===== config.mk =====
export PLATFORM = sky130hd
export DESIGN_NAME = sliding_window_ack_tracker_top_flat
export DESIGN_NICKNAME = d
export VERILOG_FILES = /design/src/hw/rtl/swat_pkg.sv /design/src/hw/rtl/swat_if.sv /design/src/hw/rtl/swat_cfg_regs.sv /design/src/hw/rtl/swat_engine.sv /design/src/hw/rtl/swat_out_stage.sv /design/src/hw/rtl/sliding_window_ack_tracker_top.sv /design/src/flat_wrapper.sv
export SDC_FILE = /design/constraint.sdc
export NUM_CORES = 1
export LEC_CHECK = 0
export ABC_AREA = 1
export BUFFER_PORTS_ARGS = -buffer_cell sky130_fd_sc_hd__buf_2
export CORE_MARGIN = 8
export CORE_UTILIZATION = 45
export DETAILED_ROUTE_END_ITERATION = 10
export PLACE_DENSITY = 0.69
export SYNTH_ARGS = -nofsm -noshare
export SYNTH_HDL_FRONTEND = slang
export SYNTH_SLANG_ARGS = --single-unit

===== constraint.sdc =====
create_clock -name clk -period 4.7 [get_ports clk]
set_input_delay 0.235 -clock clk [delete_from_list [all_inputs] [get_ports clk]]
set_output_delay 0.235 -clock clk [all_outputs]
set_load 0.1 [all_outputs]

===== src/hw/rtl/swat_pkg.sv =====
package swat_pkg;

  // Window geometry.
  localparam int WINDOW_SLOTS = 4;
  localparam int SLOT_W       = (WINDOW_SLOTS > 1) ? $clog2(WINDOW_SLOTS) : 1;
  localparam int CNT_W        = $clog2(WINDOW_SLOTS + 1);

  // Field widths.
  localparam int SEQ_W       = 16;
  localparam int MSG_W       = 8;
  localparam int MODE_W      = 2;
  localparam int STATUS_W    = 3;
  localparam int OUTST_W     = 3;
  localparam int WIN_CFG_W   = 3;
  localparam int DUP_W       = 4;
  localparam int CFG_IDX_W   = 2;
  localparam int CFG_DATA_W  = 4;

  // Reset values of the configuration registers.
  localparam logic [WIN_CFG_W-1:0] WINDOW_RESET  = WIN_CFG_W'(3);
  localparam logic [DUP_W-1:0]     DUP_LIM_RESET = DUP_W'(3);

  typedef enum logic [MODE_W-1:0] {
    MODE_SEND = 2'd0,
    MODE_ACK  = 2'd1,
    MODE_TICK = 2'd2
  } mode_t;

  typedef enum logic [STATUS_W-1:0] {
    ST_SENT    = 3'd0,
    ST_FULL    = 3'd1,
    ST_ACKED   = 3'd2,
    ST_DUP     = 3'd3,
    ST_IGNORED = 3'd4,
    ST_RESEND  = 3'd5,
    ST_EMPTY   = 3'd6,
    ST_SPENT   = 3'd7
  } status_t;

  typedef enum logic [CFG_IDX_W-1:0] {
    CFG_WINDOW    = 2'd0,
    CFG_DUP_LIMIT = 2'd1
  } cfg_idx_t;

  typedef struct packed {
    logic [MODE_W-1:0] mode;
    logic [MSG_W-1:0]  msg_byte;
    logic [SEQ_W-1:0]  ack_seq;
    logic              ack_flag;
    logic              checksum_ok;
  } item_t;

  typedef struct packed {
    status_t            status;
    logic               pkt_valid;
    logic [SEQ_W-1:0]   pkt_seq;
    logic [MSG_W-1:0]   pkt_msg;
    logic [SLOT_W-1:0]  slot_index;
    logic [OUTST_W-1:0] outstanding;
    logic               last;
  } result_t;

  // Effective settings after saturation.
  typedef struct packed {
    logic [CNT_W-1:0] win;
    logic [DUP_W-1:0] lim;
  } cfg_t;

endpackage


===== src/hw/rtl/swat_if.sv =====
interface swat_in_if;
  logic                        valid;
  logic                        ready;
  logic [swat_pkg::MODE_W-1:0] mode;
  logic [swat_pkg::MSG_W-1:0]  msg_byte;
  logic [swat_pkg::SEQ_W-1:0]  ack_seq;
  logic                        ack_flag;
  logic                        checksum_ok;

  modport source (output valid, mode, msg_byte, ack_seq, ack_flag, checksum_ok,
                  input ready);
  modport sink   (input valid, mode, msg_byte, ack_seq, ack_flag, checksum_ok,
                  output ready);
  modport mon    (input valid, ready, mode, msg_byte, ack_seq, ack_flag, checksum_ok);
endinterface

interface swat_out_if;
  logic                          valid;
  logic                          ready;
  logic [swat_pkg::STATUS_W-1:0] status;
  logic                          pkt_valid;
  logic [swat_pkg::SEQ_W-1:0]    pkt_seq;
  logic [swat_pkg::MSG_W-1:0]    pkt_msg;
  logic [swat_pkg::SLOT_W-1:0]   slot_index;
  logic [swat_pkg::OUTST_W-1:0]  outstanding;
  logic                          last;

  modport source (output valid, status, pkt_valid, pkt_seq, pkt_msg, slot_index,
                  outstanding, last, input ready);
  modport sink   (input valid, status, pkt_valid, pkt_seq, pkt_msg, slot_index,
                  outstanding, last, output ready);
  modport mon    (input valid, ready, status, pkt_valid, pkt_seq, pkt_msg, slot_index,
                  outstanding, last);
endinterface

interface swat_cfg_if;
  logic                            valid;
  logic                            ready;
  logic [swat_pkg::CFG_IDX_W-1:0]  index;
  logic [swat_pkg::CFG_DATA_W-1:0] data;

  modport source (output valid, index, data, input ready);
  modport sink   (input valid, index, data, output ready);
  modport mon    (input valid, ready, index, data);
endinterface


===== src/hw/rtl/swat_cfg_regs.sv =====
module swat_cfg_regs (
  input  logic                            clk,
  input  logic                            rst_n,
  input  logic                            wr_valid,
  output logic                            wr_ready,
  input  logic [swat_pkg::CFG_IDX_W-1:0]  wr_index,
  input  logic [swat_pkg::CFG_DATA_W-1:0] wr_data,
  output swat_pkg::cfg_t                  cfg
);

  logic [swat_pkg::WIN_CFG_W-1:0] window_r;
  logic [swat_pkg::DUP_W-1:0]     dup_lim_r;

  assign wr_ready = 1'b1;

  always_ff @(posedge clk) begin
    if (!rst_n) begin
      window_r  <= swat_pkg::WINDOW_RESET;
      dup_lim_r <= swat_pkg::DUP_LIM_RESET;
    end else if (wr_valid) begin
      unique case (wr_index)
        swat_pkg::CFG_WINDOW:    window_r  <= wr_data[swat_pkg::WIN_CFG_W-1:0];
        swat_pkg::CFG_DUP_LIMIT: dup_lim_r <= wr_data[swat_pkg::DUP_W-1:0];
        default: ;
      endcase
    end
  end

  // The window saturates into 1..WINDOW_SLOTS and a zero limit acts as one.
  always_comb begin
    if (window_r == '0) begin
      cfg.win = swat_pkg::CNT_W'(1);
    end else if (int'(window_r) > swat_pkg::WINDOW_SLOTS) begin
      cfg.win = swat_pkg::CNT_W'(swat_pkg::WINDOW_SLOTS);
    end else begin
      cfg.win = swat_pkg::CNT_W'(window_r);
    end
    cfg.lim = (dup_lim_r == '0) ? swat_pkg::DUP_W'(1) : dup_lim_r;
  end

endmodule


===== src/hw/rtl/swat_engine.sv =====
module swat_engine (
  input  logic              clk,
  input  logic              rst_n,
  input  logic              in_valid,
  output logic              in_ready,
  input  swat_pkg::item_t   in_item,
  input  swat_pkg::cfg_t    cfg,
  input  logic              res_ready,
  output logic              res_valid,
  output swat_pkg::result_t res
);

  // Item register.
  logic            hold_vld_r;
  swat_pkg::item_t hold_r;

  // Window state.
  logic [swat_pkg::SEQ_W-1:0]  slot_seq_r  [swat_pkg::WINDOW_SLOTS];
  logic [swat_pkg::SEQ_W-1:0]  slot_seq_nxt[swat_pkg::WINDOW_SLOTS];
  logic [swat_pkg::MSG_W-1:0]  slot_byte_r [swat_pkg::WINDOW_SLOTS];
  logic [swat_pkg::SEQ_W-1:0]  next_seq_r, next_seq_nxt;
  logic [swat_pkg::CNT_W-1:0]  cnt_r, cnt_nxt;
  logic [swat_pkg::DUP_W-1:0]  dup_r, dup_nxt;
  logic                        rs_act_r, rs_act_nxt;
  logic [swat_pkg::SLOT_W-1:0] scan_r, scan_nxt;

  // Slot search results.
  logic [swat_pkg::WINDOW_SLOTS-1:0] held, hit;
  logic [swat_pkg::CNT_W-1:0]        hit_cnt;
  logic                              free_found, rs_found, rs_more;
  logic [swat_pkg::SLOT_W-1:0]       free_idx, rs_idx, scan_start;

  logic                       fire, done, byte_we, ack_ok, rs_go;
  logic [swat_pkg::DUP_W-1:0] dup_inc;

  assign fire      = hold_vld_r && res_ready;
  assign res_valid = fire;
  assign in_ready  = !hold_vld_r || (fire && done);

  assign ack_ok     = hold_r.ack_flag && hold_r.checksum_ok;
  assign dup_inc    = dup_r + 1'b1;
  assign scan_start = rs_act_r ? scan_r : '0;

  // Parallel compares over the slots: first free slot, ACK hits, next held slot to resend.
  always_comb begin
    free_found = 1'b0;
    free_idx   = '0;
    hit_cnt    = '0;
    rs_found   = 1'b0;
    rs_more    = 1'b0;
    rs_idx     = '0;
    for (int i = 0; i < swat_pkg::WINDOW_SLOTS; i++) begin
      held[i] = (slot_seq_r[i] != '0);
      hit[i]  = held[i] && (slot_seq_r[i] <= hold_r.ack_seq);
      if (!held[i] && !free_found) begin
        free_found = 1'b1;
        free_idx   = swat_pkg::SLOT_W'(i);
      end
      if (hit[i]) begin
        hit_cnt = hit_cnt + swat_pkg::CNT_W'(1);
      end
      if (held[i] && (i >= int'(scan_start))) begin
        if (!rs_found) begin
          rs_found = 1'b1;
          rs_idx   = swat_pkg::SLOT_W'(i);
        end else begin
          rs_more = 1'b1;
        end
      end
    end
  end

  assign rs_go = rs_act_r ||
                 (hold_r.mode == swat_pkg::MODE_TICK) ||
                 ((hold_r.mode == swat_pkg::MODE_ACK) && ack_ok && (hit_cnt == '0) &&
                  (dup_inc >= cfg.lim));

  always_comb begin
    res            = '0;
    res.status     = swat_pkg::ST_IGNORED;
    res.last       = 1'b1;
    slot_seq_nxt   = slot_seq_r;
    next_seq_nxt   = next_seq_r;
    cnt_nxt        = cnt_r;
    dup_nxt        = dup_r;
    rs_act_nxt     = 1'b0;
    scan_nxt       = scan_r;
    byte_we        = 1'b0;
    done           = 1'b1;

    if (rs_go) begin
      // A duplicate that reaches the limit starts the count again.
      if (!rs_act_r && (hold_r.mode == swat_pkg::MODE_ACK)) begin
        dup_nxt = '0;
      end
      if (!rs_found) begin
        res.status = swat_pkg::ST_EMPTY;
      end else begin
        res.status     = swat_pkg::ST_RESEND;
        res.pkt_valid  = 1'b1;
        res.pkt_seq    = slot_seq_r[rs_idx];
        res.pkt_msg    = slot_byte_r[rs_idx];
        res.slot_index = rs_idx;
        res.last       = !rs_more;
        rs_act_nxt     = rs_more;
        scan_nxt       = rs_idx + 1'b1;
        done           = !rs_more;
      end
    end else begin
      case (hold_r.mode)
        swat_pkg::MODE_SEND: begin
          if (cnt_r >= cfg.win) begin
            res.status = swat_pkg::ST_FULL;
          end else if (next_seq_r == '0) begin
            res.status = swat_pkg::ST_SPENT;
          end else if (!free_found) begin
            res.status = swat_pkg::ST_FULL;
          end else begin
            slot_seq_nxt[free_idx] = next_seq_r;
            byte_we                = 1'b1;
            next_seq_nxt           = next_seq_r + 1'b1;
            cnt_nxt                = cnt_r + 1'b1;
            res.status             = swat_pkg::ST_SENT;
            res.pkt_valid          = 1'b1;
            res.pkt_seq            = next_seq_r;
            res.pkt_msg            = hold_r.msg_byte;
            res.slot_index         = free_idx;
          end
        end
        swat_pkg::MODE_ACK: begin
          if (!ack_ok) begin
            res.status = swat_pkg::ST_IGNORED;
          end else if (hit_cnt != '0) begin
            for (int i = 0; i < swat_pkg::WINDOW_SLOTS; i++) begin
              if (hit[i]) begin
                slot_seq_nxt[i] = '0;
              end
            end
            cnt_nxt    = (hit_cnt > cnt_r) ? '0 : cnt_r - hit_cnt;
            res.status = swat_pkg::ST_ACKED;
          end else begin
            dup_nxt    = dup_inc;
            res.status = swat_pkg::ST_DUP;
          end
        end
        default: res.status = swat_pkg::ST_IGNORED;
      endcase
    end

    res.outstanding = swat_pkg::OUTST_W'(cnt_nxt);
  end

  always_ff @(posedge clk) begin
    if (!rst_n) begin
      hold_vld_r <= 1'b0;
      next_seq_r <= swat_pkg::SEQ_W'(1);
      cnt_r      <= '0;
      dup_r      <= '0;
      rs_act_r   <= 1'b0;
      scan_r     <= '0;
      for (int i = 0; i < swat_pkg::WINDOW_SLOTS; i++) begin
        slot_seq_r[i] <= '0;
      end
    end else begin
      if (in_valid && in_ready) begin
        hold_vld_r <= 1'b1;
      end else if (fire && done) begin
        hold_vld_r <= 1'b0;
      end
      if (fire) begin
        next_seq_r <= next_seq_nxt;
        cnt_r      <= cnt_nxt;
        dup_r      <= dup_nxt;
        rs_act_r   <= rs_act_nxt;
        scan_r     <= scan_nxt;
        for (int i = 0; i < swat_pkg::WINDOW_SLOTS; i++) begin
          slot_seq_r[i] <= slot_seq_nxt[i];
        end
      end
    end
  end

  always_ff @(posedge clk) begin
    if (in_valid && in_ready) begin
      hold_r <= in_item;
    end
    if (fire && byte_we) begin
      slot_byte_r[free_idx] <= hold_r.msg_byte;
    end
  end

endmodule


===== src/hw/rtl/swat_out_stage.sv =====
module swat_out_stage (
  input  logic              clk,
  input  logic              rst_n,
  input  logic              res_valid,
  output logic              res_ready,
  input  swat_pkg::result_t res,
  output logic              out_valid,
  input  logic              out_ready,
  output swat_pkg::result_t out_res
);

  logic              out_vld_r;
  swat_pkg::result_t out_res_r;

  // A new result may enter when the register is empty or is being drained.
  assign res_ready = !out_vld_r || out_ready;
  assign out_valid = out_vld_r;
  assign out_res   = out_res_r;

  always_ff @(posedge clk) begin
    if (!rst_n) begin
      out_vld_r <= 1'b0;
    end else if (res_valid && res_ready) begin
      out_vld_r <= 1'b1;
    end else if (out_ready) begin
      out_vld_r <= 1'b0;
    end
  end

  always_ff @(posedge clk) begin
    if (res_valid && res_ready) begin
      out_res_r <= res;
    end
  end

endmodule


===== src/hw/rtl/sliding_window_ack_tracker_top.sv =====
// Sender-side sliding window tracker for a go-back-N style reliable link.
// The in_ch channel takes one item per transfer: a byte to send, a received ACK,
// or a receive timeout tick, selected by the mode field.
// The out_ch channel gives one result per transfer; an item gives one result, except
// a resend (timeout tick, or the duplicate ACK that reaches the limit), which gives one
// result per held packet in slot order, or a single "nothing held" result.
// The last flag marks the final result of each item.
// The cfg_ch channel writes the window size (index 0) and the duplicate limit (index 1);
// it is always ready; the user must write it only while the block is idle, which the
// block itself does not enforce. An item is taken into the item register, and its
// results are formed from it combinationally and pass through the result register.
// The block takes one item per cycle unless the result register stalls; a resend holds
// the item register until the slot scan has emitted the last held packet.
// Reset clears the window, sets the next sequence number to one, clears both counters,
// restores both settings to three and empties the item and result registers.
// When the receiver stalls, the result register holds its contents; one more item is
// still taken into the item register, after which in_ch ready falls until results drain.
module sliding_window_ack_tracker_top (
  input logic        clk,
  input logic        rst_n,
  swat_in_if.sink    in_ch,
  swat_out_if.source out_ch,
  swat_cfg_if.sink   cfg_ch
);

  swat_pkg::cfg_t    cfg;
  swat_pkg::item_t   item;
  swat_pkg::result_t eng_res;
  swat_pkg::result_t out_res;
  logic              eng_valid;
  logic              eng_ready;
  logic              eng_in_ready;
  logic              out_valid;

  // Configuration registers with saturation of out-of-range settings.
  swat_cfg_regs u_cfg (
    .clk      (clk),
    .rst_n    (rst_n),
    .wr_valid (cfg_ch.valid),
    .wr_ready (cfg_ch.ready),
    .wr_index (cfg_ch.index),
    .wr_data  (cfg_ch.data),
    .cfg      (cfg)
  );

  // Gather the input fields into one item.
  assign item        = {in_ch.mode, in_ch.msg_byte, in_ch.ack_seq, in_ch.ack_flag,
                        in_ch.checksum_ok};
  assign in_ch.ready = eng_in_ready;

  // Item register, window state and the single-pass decision logic.
  swat_engine u_engine (
    .clk       (clk),
    .rst_n     (rst_n),
    .in_valid  (in_ch.valid),
    .in_ready  (eng_in_ready),
    .in_item   (item),
    .cfg       (cfg),
    .res_ready (eng_ready),
    .res_valid (eng_valid),
    .res       (eng_res)
  );

  // Result register that separates the engine from the receiver.
  swat_out_stage u_out (
    .clk       (clk),
    .rst_n     (rst_n),
    .res_valid (eng_valid),
    .res_ready (eng_ready),
    .res       (eng_res),
    .out_valid (out_valid),
    .out_ready (out_ch.ready),
    .out_res   (out_res)
  );

  assign out_ch.valid       = out_valid;
  assign out_ch.status      = out_res.status;
  assign out_ch.pkt_valid   = out_res.pkt_valid;
  assign out_ch.pkt_seq     = out_res.pkt_seq;
  assign out_ch.pkt_msg     = out_res.pkt_msg;
  assign out_ch.slot_index  = out_res.slot_index;
  assign out_ch.outstanding = out_res.outstanding;
  assign out_ch.last        = out_res.last;

endmodule


===== src/flat_wrapper.sv =====
// flat-port wrapper written by rule: the top's interface ports become plain ports
module sliding_window_ack_tracker_top_flat 
  (clk, rst_n, in_ch_valid, in_ch_mode, in_ch_msg_byte, in_ch_ack_seq, in_ch_ack_flag, in_ch_checksum_ok, in_ch_ready, out_ch_valid, out_ch_status, out_ch_pkt_valid, out_ch_pkt_seq, out_ch_pkt_msg, out_ch_slot_index, out_ch_outstanding, out_ch_last, out_ch_ready, cfg_ch_valid, cfg_ch_index, cfg_ch_data, cfg_ch_ready);
  swat_in_if in_ch_i ();
  swat_out_if out_ch_i ();
  swat_cfg_if cfg_ch_i ();
  input logic clk;
  input logic rst_n;
  input wire logic [$bits(in_ch_i.valid)-1:0] in_ch_valid;
  input wire logic [$bits(in_ch_i.mode)-1:0] in_ch_mode;
  input wire logic [$bits(in_ch_i.msg_byte)-1:0] in_ch_msg_byte;
  input wire logic [$bits(in_ch_i.ack_seq)-1:0] in_ch_ack_seq;
  input wire logic [$bits(in_ch_i.ack_flag)-1:0] in_ch_ack_flag;
  input wire logic [$bits(in_ch_i.checksum_ok)-1:0] in_ch_checksum_ok;
  output wire logic [$bits(in_ch_i.ready)-1:0] in_ch_ready;
  output wire logic [$bits(out_ch_i.valid)-1:0] out_ch_valid;
  output wire logic [$bits(out_ch_i.status)-1:0] out_ch_status;
  output wire logic [$bits(out_ch_i.pkt_valid)-1:0] out_ch_pkt_valid;
  output wire logic [$bits(out_ch_i.pkt_seq)-1:0] out_ch_pkt_seq;
  output wire logic [$bits(out_ch_i.pkt_msg)-1:0] out_ch_pkt_msg;
  output wire logic [$bits(out_ch_i.slot_index)-1:0] out_ch_slot_index;
  output wire logic [$bits(out_ch_i.outstanding)-1:0] out_ch_outstanding;
  output wire logic [$bits(out_ch_i.last)-1:0] out_ch_last;
  input wire logic [$bits(out_ch_i.ready)-1:0] out_ch_ready;
  input wire logic [$bits(cfg_ch_i.valid)-1:0] cfg_ch_valid;
  input wire logic [$bits(cfg_ch_i.index)-1:0] cfg_ch_index;
  input wire logic [$bits(cfg_ch_i.data)-1:0] cfg_ch_data;
  output wire logic [$bits(cfg_ch_i.ready)-1:0] cfg_ch_ready;
  assign in_ch_i.valid = in_ch_valid;
  assign in_ch_i.mode = in_ch_mode;
  assign in_ch_i.msg_byte = in_ch_msg_byte;
  assign in_ch_i.ack_seq = in_ch_ack_seq;
  assign in_ch_i.ack_flag = in_ch_ack_flag;
  assign in_ch_i.checksum_ok = in_ch_checksum_ok;
  assign in_ch_ready = in_ch_i.ready;
  assign out_ch_valid = out_ch_i.valid;
  assign out_ch_status = out_ch_i.status;
  assign out_ch_pkt_valid = out_ch_i.pkt_valid;
  assign out_ch_pkt_seq = out_ch_i.pkt_seq;
  assign out_ch_pkt_msg = out_ch_i.pkt_msg;
  assign out_ch_slot_index = out_ch_i.slot_index;
  assign out_ch_outstanding = out_ch_i.outstanding;
  assign out_ch_last = out_ch_i.last;
  assign out_ch_i.ready = out_ch_ready;
  assign cfg_ch_i.valid = cfg_ch_valid;
  assign cfg_ch_i.index = cfg_ch_index;
  assign cfg_ch_i.data = cfg_ch_data;
  assign cfg_ch_ready = cfg_ch_i.ready;
  sliding_window_ack_tracker_top u_core (.clk(clk), .rst_n(rst_n), .in_ch(in_ch_i), .out_ch(out_ch_i), .cfg_ch(cfg_ch_i));
endmodule

==> flow_summary.yaml <==
power:
  pwr-share-seq: 0.418
  netSwitchingFraction: 0.366
  clkPwrFrac: 0.323
  cellPowerDensity_nw_per_um2: 362
  leakage_uw: 0.00515
  combPwrFrac: 0.259
  p_switching_uw: 1650
  total_power_uw: 4510
  peakVddDrop_mv: 0.235
  p_int_uw: 2860
synthesis:
  synth_flop_cell: "dfxtp_1"
  synth_edf_count: 94
  netlist_area_um2: 10900
  synth_top_cell_area_share: 0.260
  synthTopCellsByArea: "edfxtp_1 26%, dfxtp_1 18%, ha_1 9.3%, nand2_1 8.7%, nor2_1 7.1%"
  synth.most_common_cell: "nand2_1"
  synth_warnings: 0
  synth.distinct_cells: 50
  synthTopCellsByCount: "251 x nand2_1, 205 x nor2_1, 122 x inv_1"
  syn-mean-instance-area_um2: 7.97
  synth_cells: 1363
  ys_seq_elements: 193
  synth_top_area_cell: "edfxtp_1"
  synth_nets: 1484
  async_flop_share: 0
  yosysSeqAreaShare: 0.442
timing:
  setup_viol: 0
  fmax_mhz: 227
  slew_headroom: 0.486
  slew_violations: 0
  period_needed_ns: 4.41
  tns_ns: 0
  worst_slew_pin_slew_ns: 0.770
  finalHoldViolations: 0
  skew_ns: 0.0160
  rsz0062_at_grt: "false"
  period_share: 0.939
  worst_slack_ns: 0.285
placed_design:
  dp_hpwl_um: 21900
  port_buffers: 74
  pre_cts_ws_ns: 0.505
  dp.cells: 1729
  gp_congestion: 0.890
detailed_routing:
  wl_um: 30200
  drt_iter0_markers: 746
  num_vias: 9662
  ant_nets: 0
  viasPerCell: 5.40
  drc_errors: 0
  drt-pass1-iter-count: 5
  wire_per_inst_um: 16.9
clock_network:
  post_cts_buffers: 0
  cts_buffers: 17
  clockRootBuffer: "clkbuf_16"
  path_clk_slew_ns: 0.08
  cts_buffer_depth: 2
  htree_levels: 4
  cts.sinks: 193
  cts_tree: "done"
  clk_latency_ns: 0.44
setup_path:
  path_cells: "inv_1 > ha_1 > a21oi_1 > o21a_1 > nor2_1 > o21ai_0 > o2111ai_1 > nand2_1 > nand2_1 > ha_4 > inv_1 > nand3_1 > nand2_1 > ha_1 > or2_1 > nand2_4 > nand4_4 > nand2_2 > nand2_1 > nand2_1 > nand2_1 > buf_6"
  critPathArrivalTime_ns: 4.18
  critPathLaunch: "u_core.u_engine.hold_r[5]$_DFFE_PP_"
  cp_num_buf_inv: 3
  worstSetupPathType: "flip-flop to output pin"
  crit_path_max_incr_delay_ns: 0.38
  startpoint_type: "flip-flop"
  crit_fanout: 5
  path_delay_family: "simple AND/OR/NAND/NOR gates"
  cp_common_cell: "nand2_1"
  critPathRequiredTime_ns: 4.47
  crit_slowest_cell: "edfxtp_1"
  end_kind: "output pin"
  reg2reg_from: "u_core.u_engine.hold_r[5]$_DFFE_PP_"
hold_path:
  hp-start: "cfg_ch_data[0]"
  hp-class: "primary input to flip-flop"
die:
  die_x_um: 171
  io_pins: 76
  core_area_um2: 24000
  num_rows: 57
  die_h_um: 171
  die-area_um2: 29400
  initial_core_util: 0.452
global_routing:
  overflow: 0
  grt_pass1_wl_um: 48300
  grt_pass1_vias: 9315
  antenna_found_initial: 0
  grt_max_degree: 65
  grtUsageTotal: 0.209
job:
  maxCapViolations: 0
finish:
  multiInputGateArea_um2: 5310
  area_growth_pct: 14.7
  nets: 1573
  fin_cells: 1789
  fillerInstances: 2273
  regArea_um2: 4800
  final_layout_size_suffix_gt1_frac: 0.119
  diodes: 0
  finish.utilization: 0.519
run_status:
  status: "complete, no violations"
## power groups by stage
| stage | logic [uW] | clock network, uW | registers [uW] |
|---|---|---|---|
| after floorplan | 671 | 0 | 2090 |
| after global placement | 1110 | 0 | 1920 |
| after detailed placement | 1130 | 0 | 1920 |
| after CTS | 1150 | 1480 | 1880 |
| after global routing | 1280 | 1540 | 1890 |
| final | 1170 | 1460 | 1880 |
## routing by layer
layer / vias up / GRT usage / wire [um]
li1: 4784 / - / -
met1: 4517 / 0.258 / 13200
met2: 292 / 0.356 / 14500
met3: 69 / 0.0353 / 1570
met4: 0 / 0.0854 / 946
met5: - / 0 / 0
## cells by family (layout without fill, tap and decap cells)
logic type               after synthesis  count (layout)  share of synthesized area
AND/OR/NAND/NOR                      598             598                      0.239
flip-flops                           193             193                      0.442
AO/OA/AOI/OAI                        300             300                      0.146
adder cells (fa/ha/maj)               82              82                     0.0951
XOR/XNOR                               4               4                    0.00322
buffers and inverters                185             287                     0.0735
other                                  1               1                   0.000345
## state kept, by name (all words and copies together) (netlist names)
signal	flops
u_core.u_engine.scan_r	2
u_core.u_out.out_res	34
u_core.u_cfg.window_r	3
u_core.u_engine.slot_byte_r	32
u_core.u_engine.cnt_r	3
u_core.u_engine.dup_r	4
u_core.u_cfg.dup_lim_r	4
u_core.u_engine.slot_seq_r	64
u_core.u_engine.rs_act_r	1
u_core.u_out.out_valid	1
u_core.u_engine.hold_r	28
u_core.u_engine.hold_vld_r	1
u_core.u_engine.next_seq_r	16
## cell type report
cell class,count,share of cell area
inverters,130,0.0396
clock buffers,17,0.0341
flip-flops and latches,193,0.385
clock inverters,15,0.0140
well taps,324,0.0325
repair buffers,125,0.0686
multi-input cells,985,0.426
## metrics by stage
stage / hold slack, ns / cell area, um^2
after floorplan: 0.334 / 10900
after global placement: 0.412 / 11600
after detailed placement: 0.413 / 11600
after CTS: 0.00976 / 12400
after global routing: 0.0460 / 12500
final: 0.0203 / 12500
## worst reg2reg max path: cells and delay by family (launching register included)
kind                       cells  cell delay [ns]
buffers and inverters          4             0.78
AOI/OAI and AO/OA              5             0.67
and+or+nand+nor               12             1.46
DFF                            1             0.38
adders and majority gates      3             0.86
## placed cells by master, fill, tap and decap left out, types with 2 or more instances in the layout
master         instances
dfxtp_1               99
a21oi_4                2
dlygate4sd3_1         28
a211oi_1               2
a21oi_1              115
ha_1                  80
buf_4                 21
nand2_4                3
nor3_1                12
nor2_4                 5
clkinv_1               2
inv_8                  4
nor2_2                 5
buf_2                 73
buf_12                 2
clkinv_8               5
or2_1                  2
o21a_1                 5
nor3_2                 2
nand2_1              250
o2111ai_1              2
inv_6                  3
nand4_1               20
o21bai_1               4
xor2_1                 3
o32ai_1                8
nor4_1                 8
clkinv_2               3
nor4_2                 2
nor2_1               205
nand3_2                2
clkbuf_16             17
edfxtp_1              94
inv_1                121
inv_2                  4
o211ai_1               4
nand3_1               69
nand2_2               10
o21ai_1               41
o21ai_0              112
## timing repair
item	in CTS	in global routing
setup endpoints to repair	0	1
hold buffers	28	0
endpoints found under the hold margin	28	0
resized for setup	0	6
## worst paths after layout
path,end,slack (ns),depth (start not counted)
hold / removal,u_core.u_cfg.dup_lim_r[0]$_SDFFE_PN1P_,0.02,3
hold reg to reg,u_core.u_cfg.dup_lim_r[0]$_SDFFE_PN1P_,0.48,2
setup / recovery,in_ch_ready,0.29,22
setup reg to reg,u_core.u_engine.slot_seq_r[43]$_SDFFE_PN0P_,0.50,24
Power figures use the tool's default switching activity.
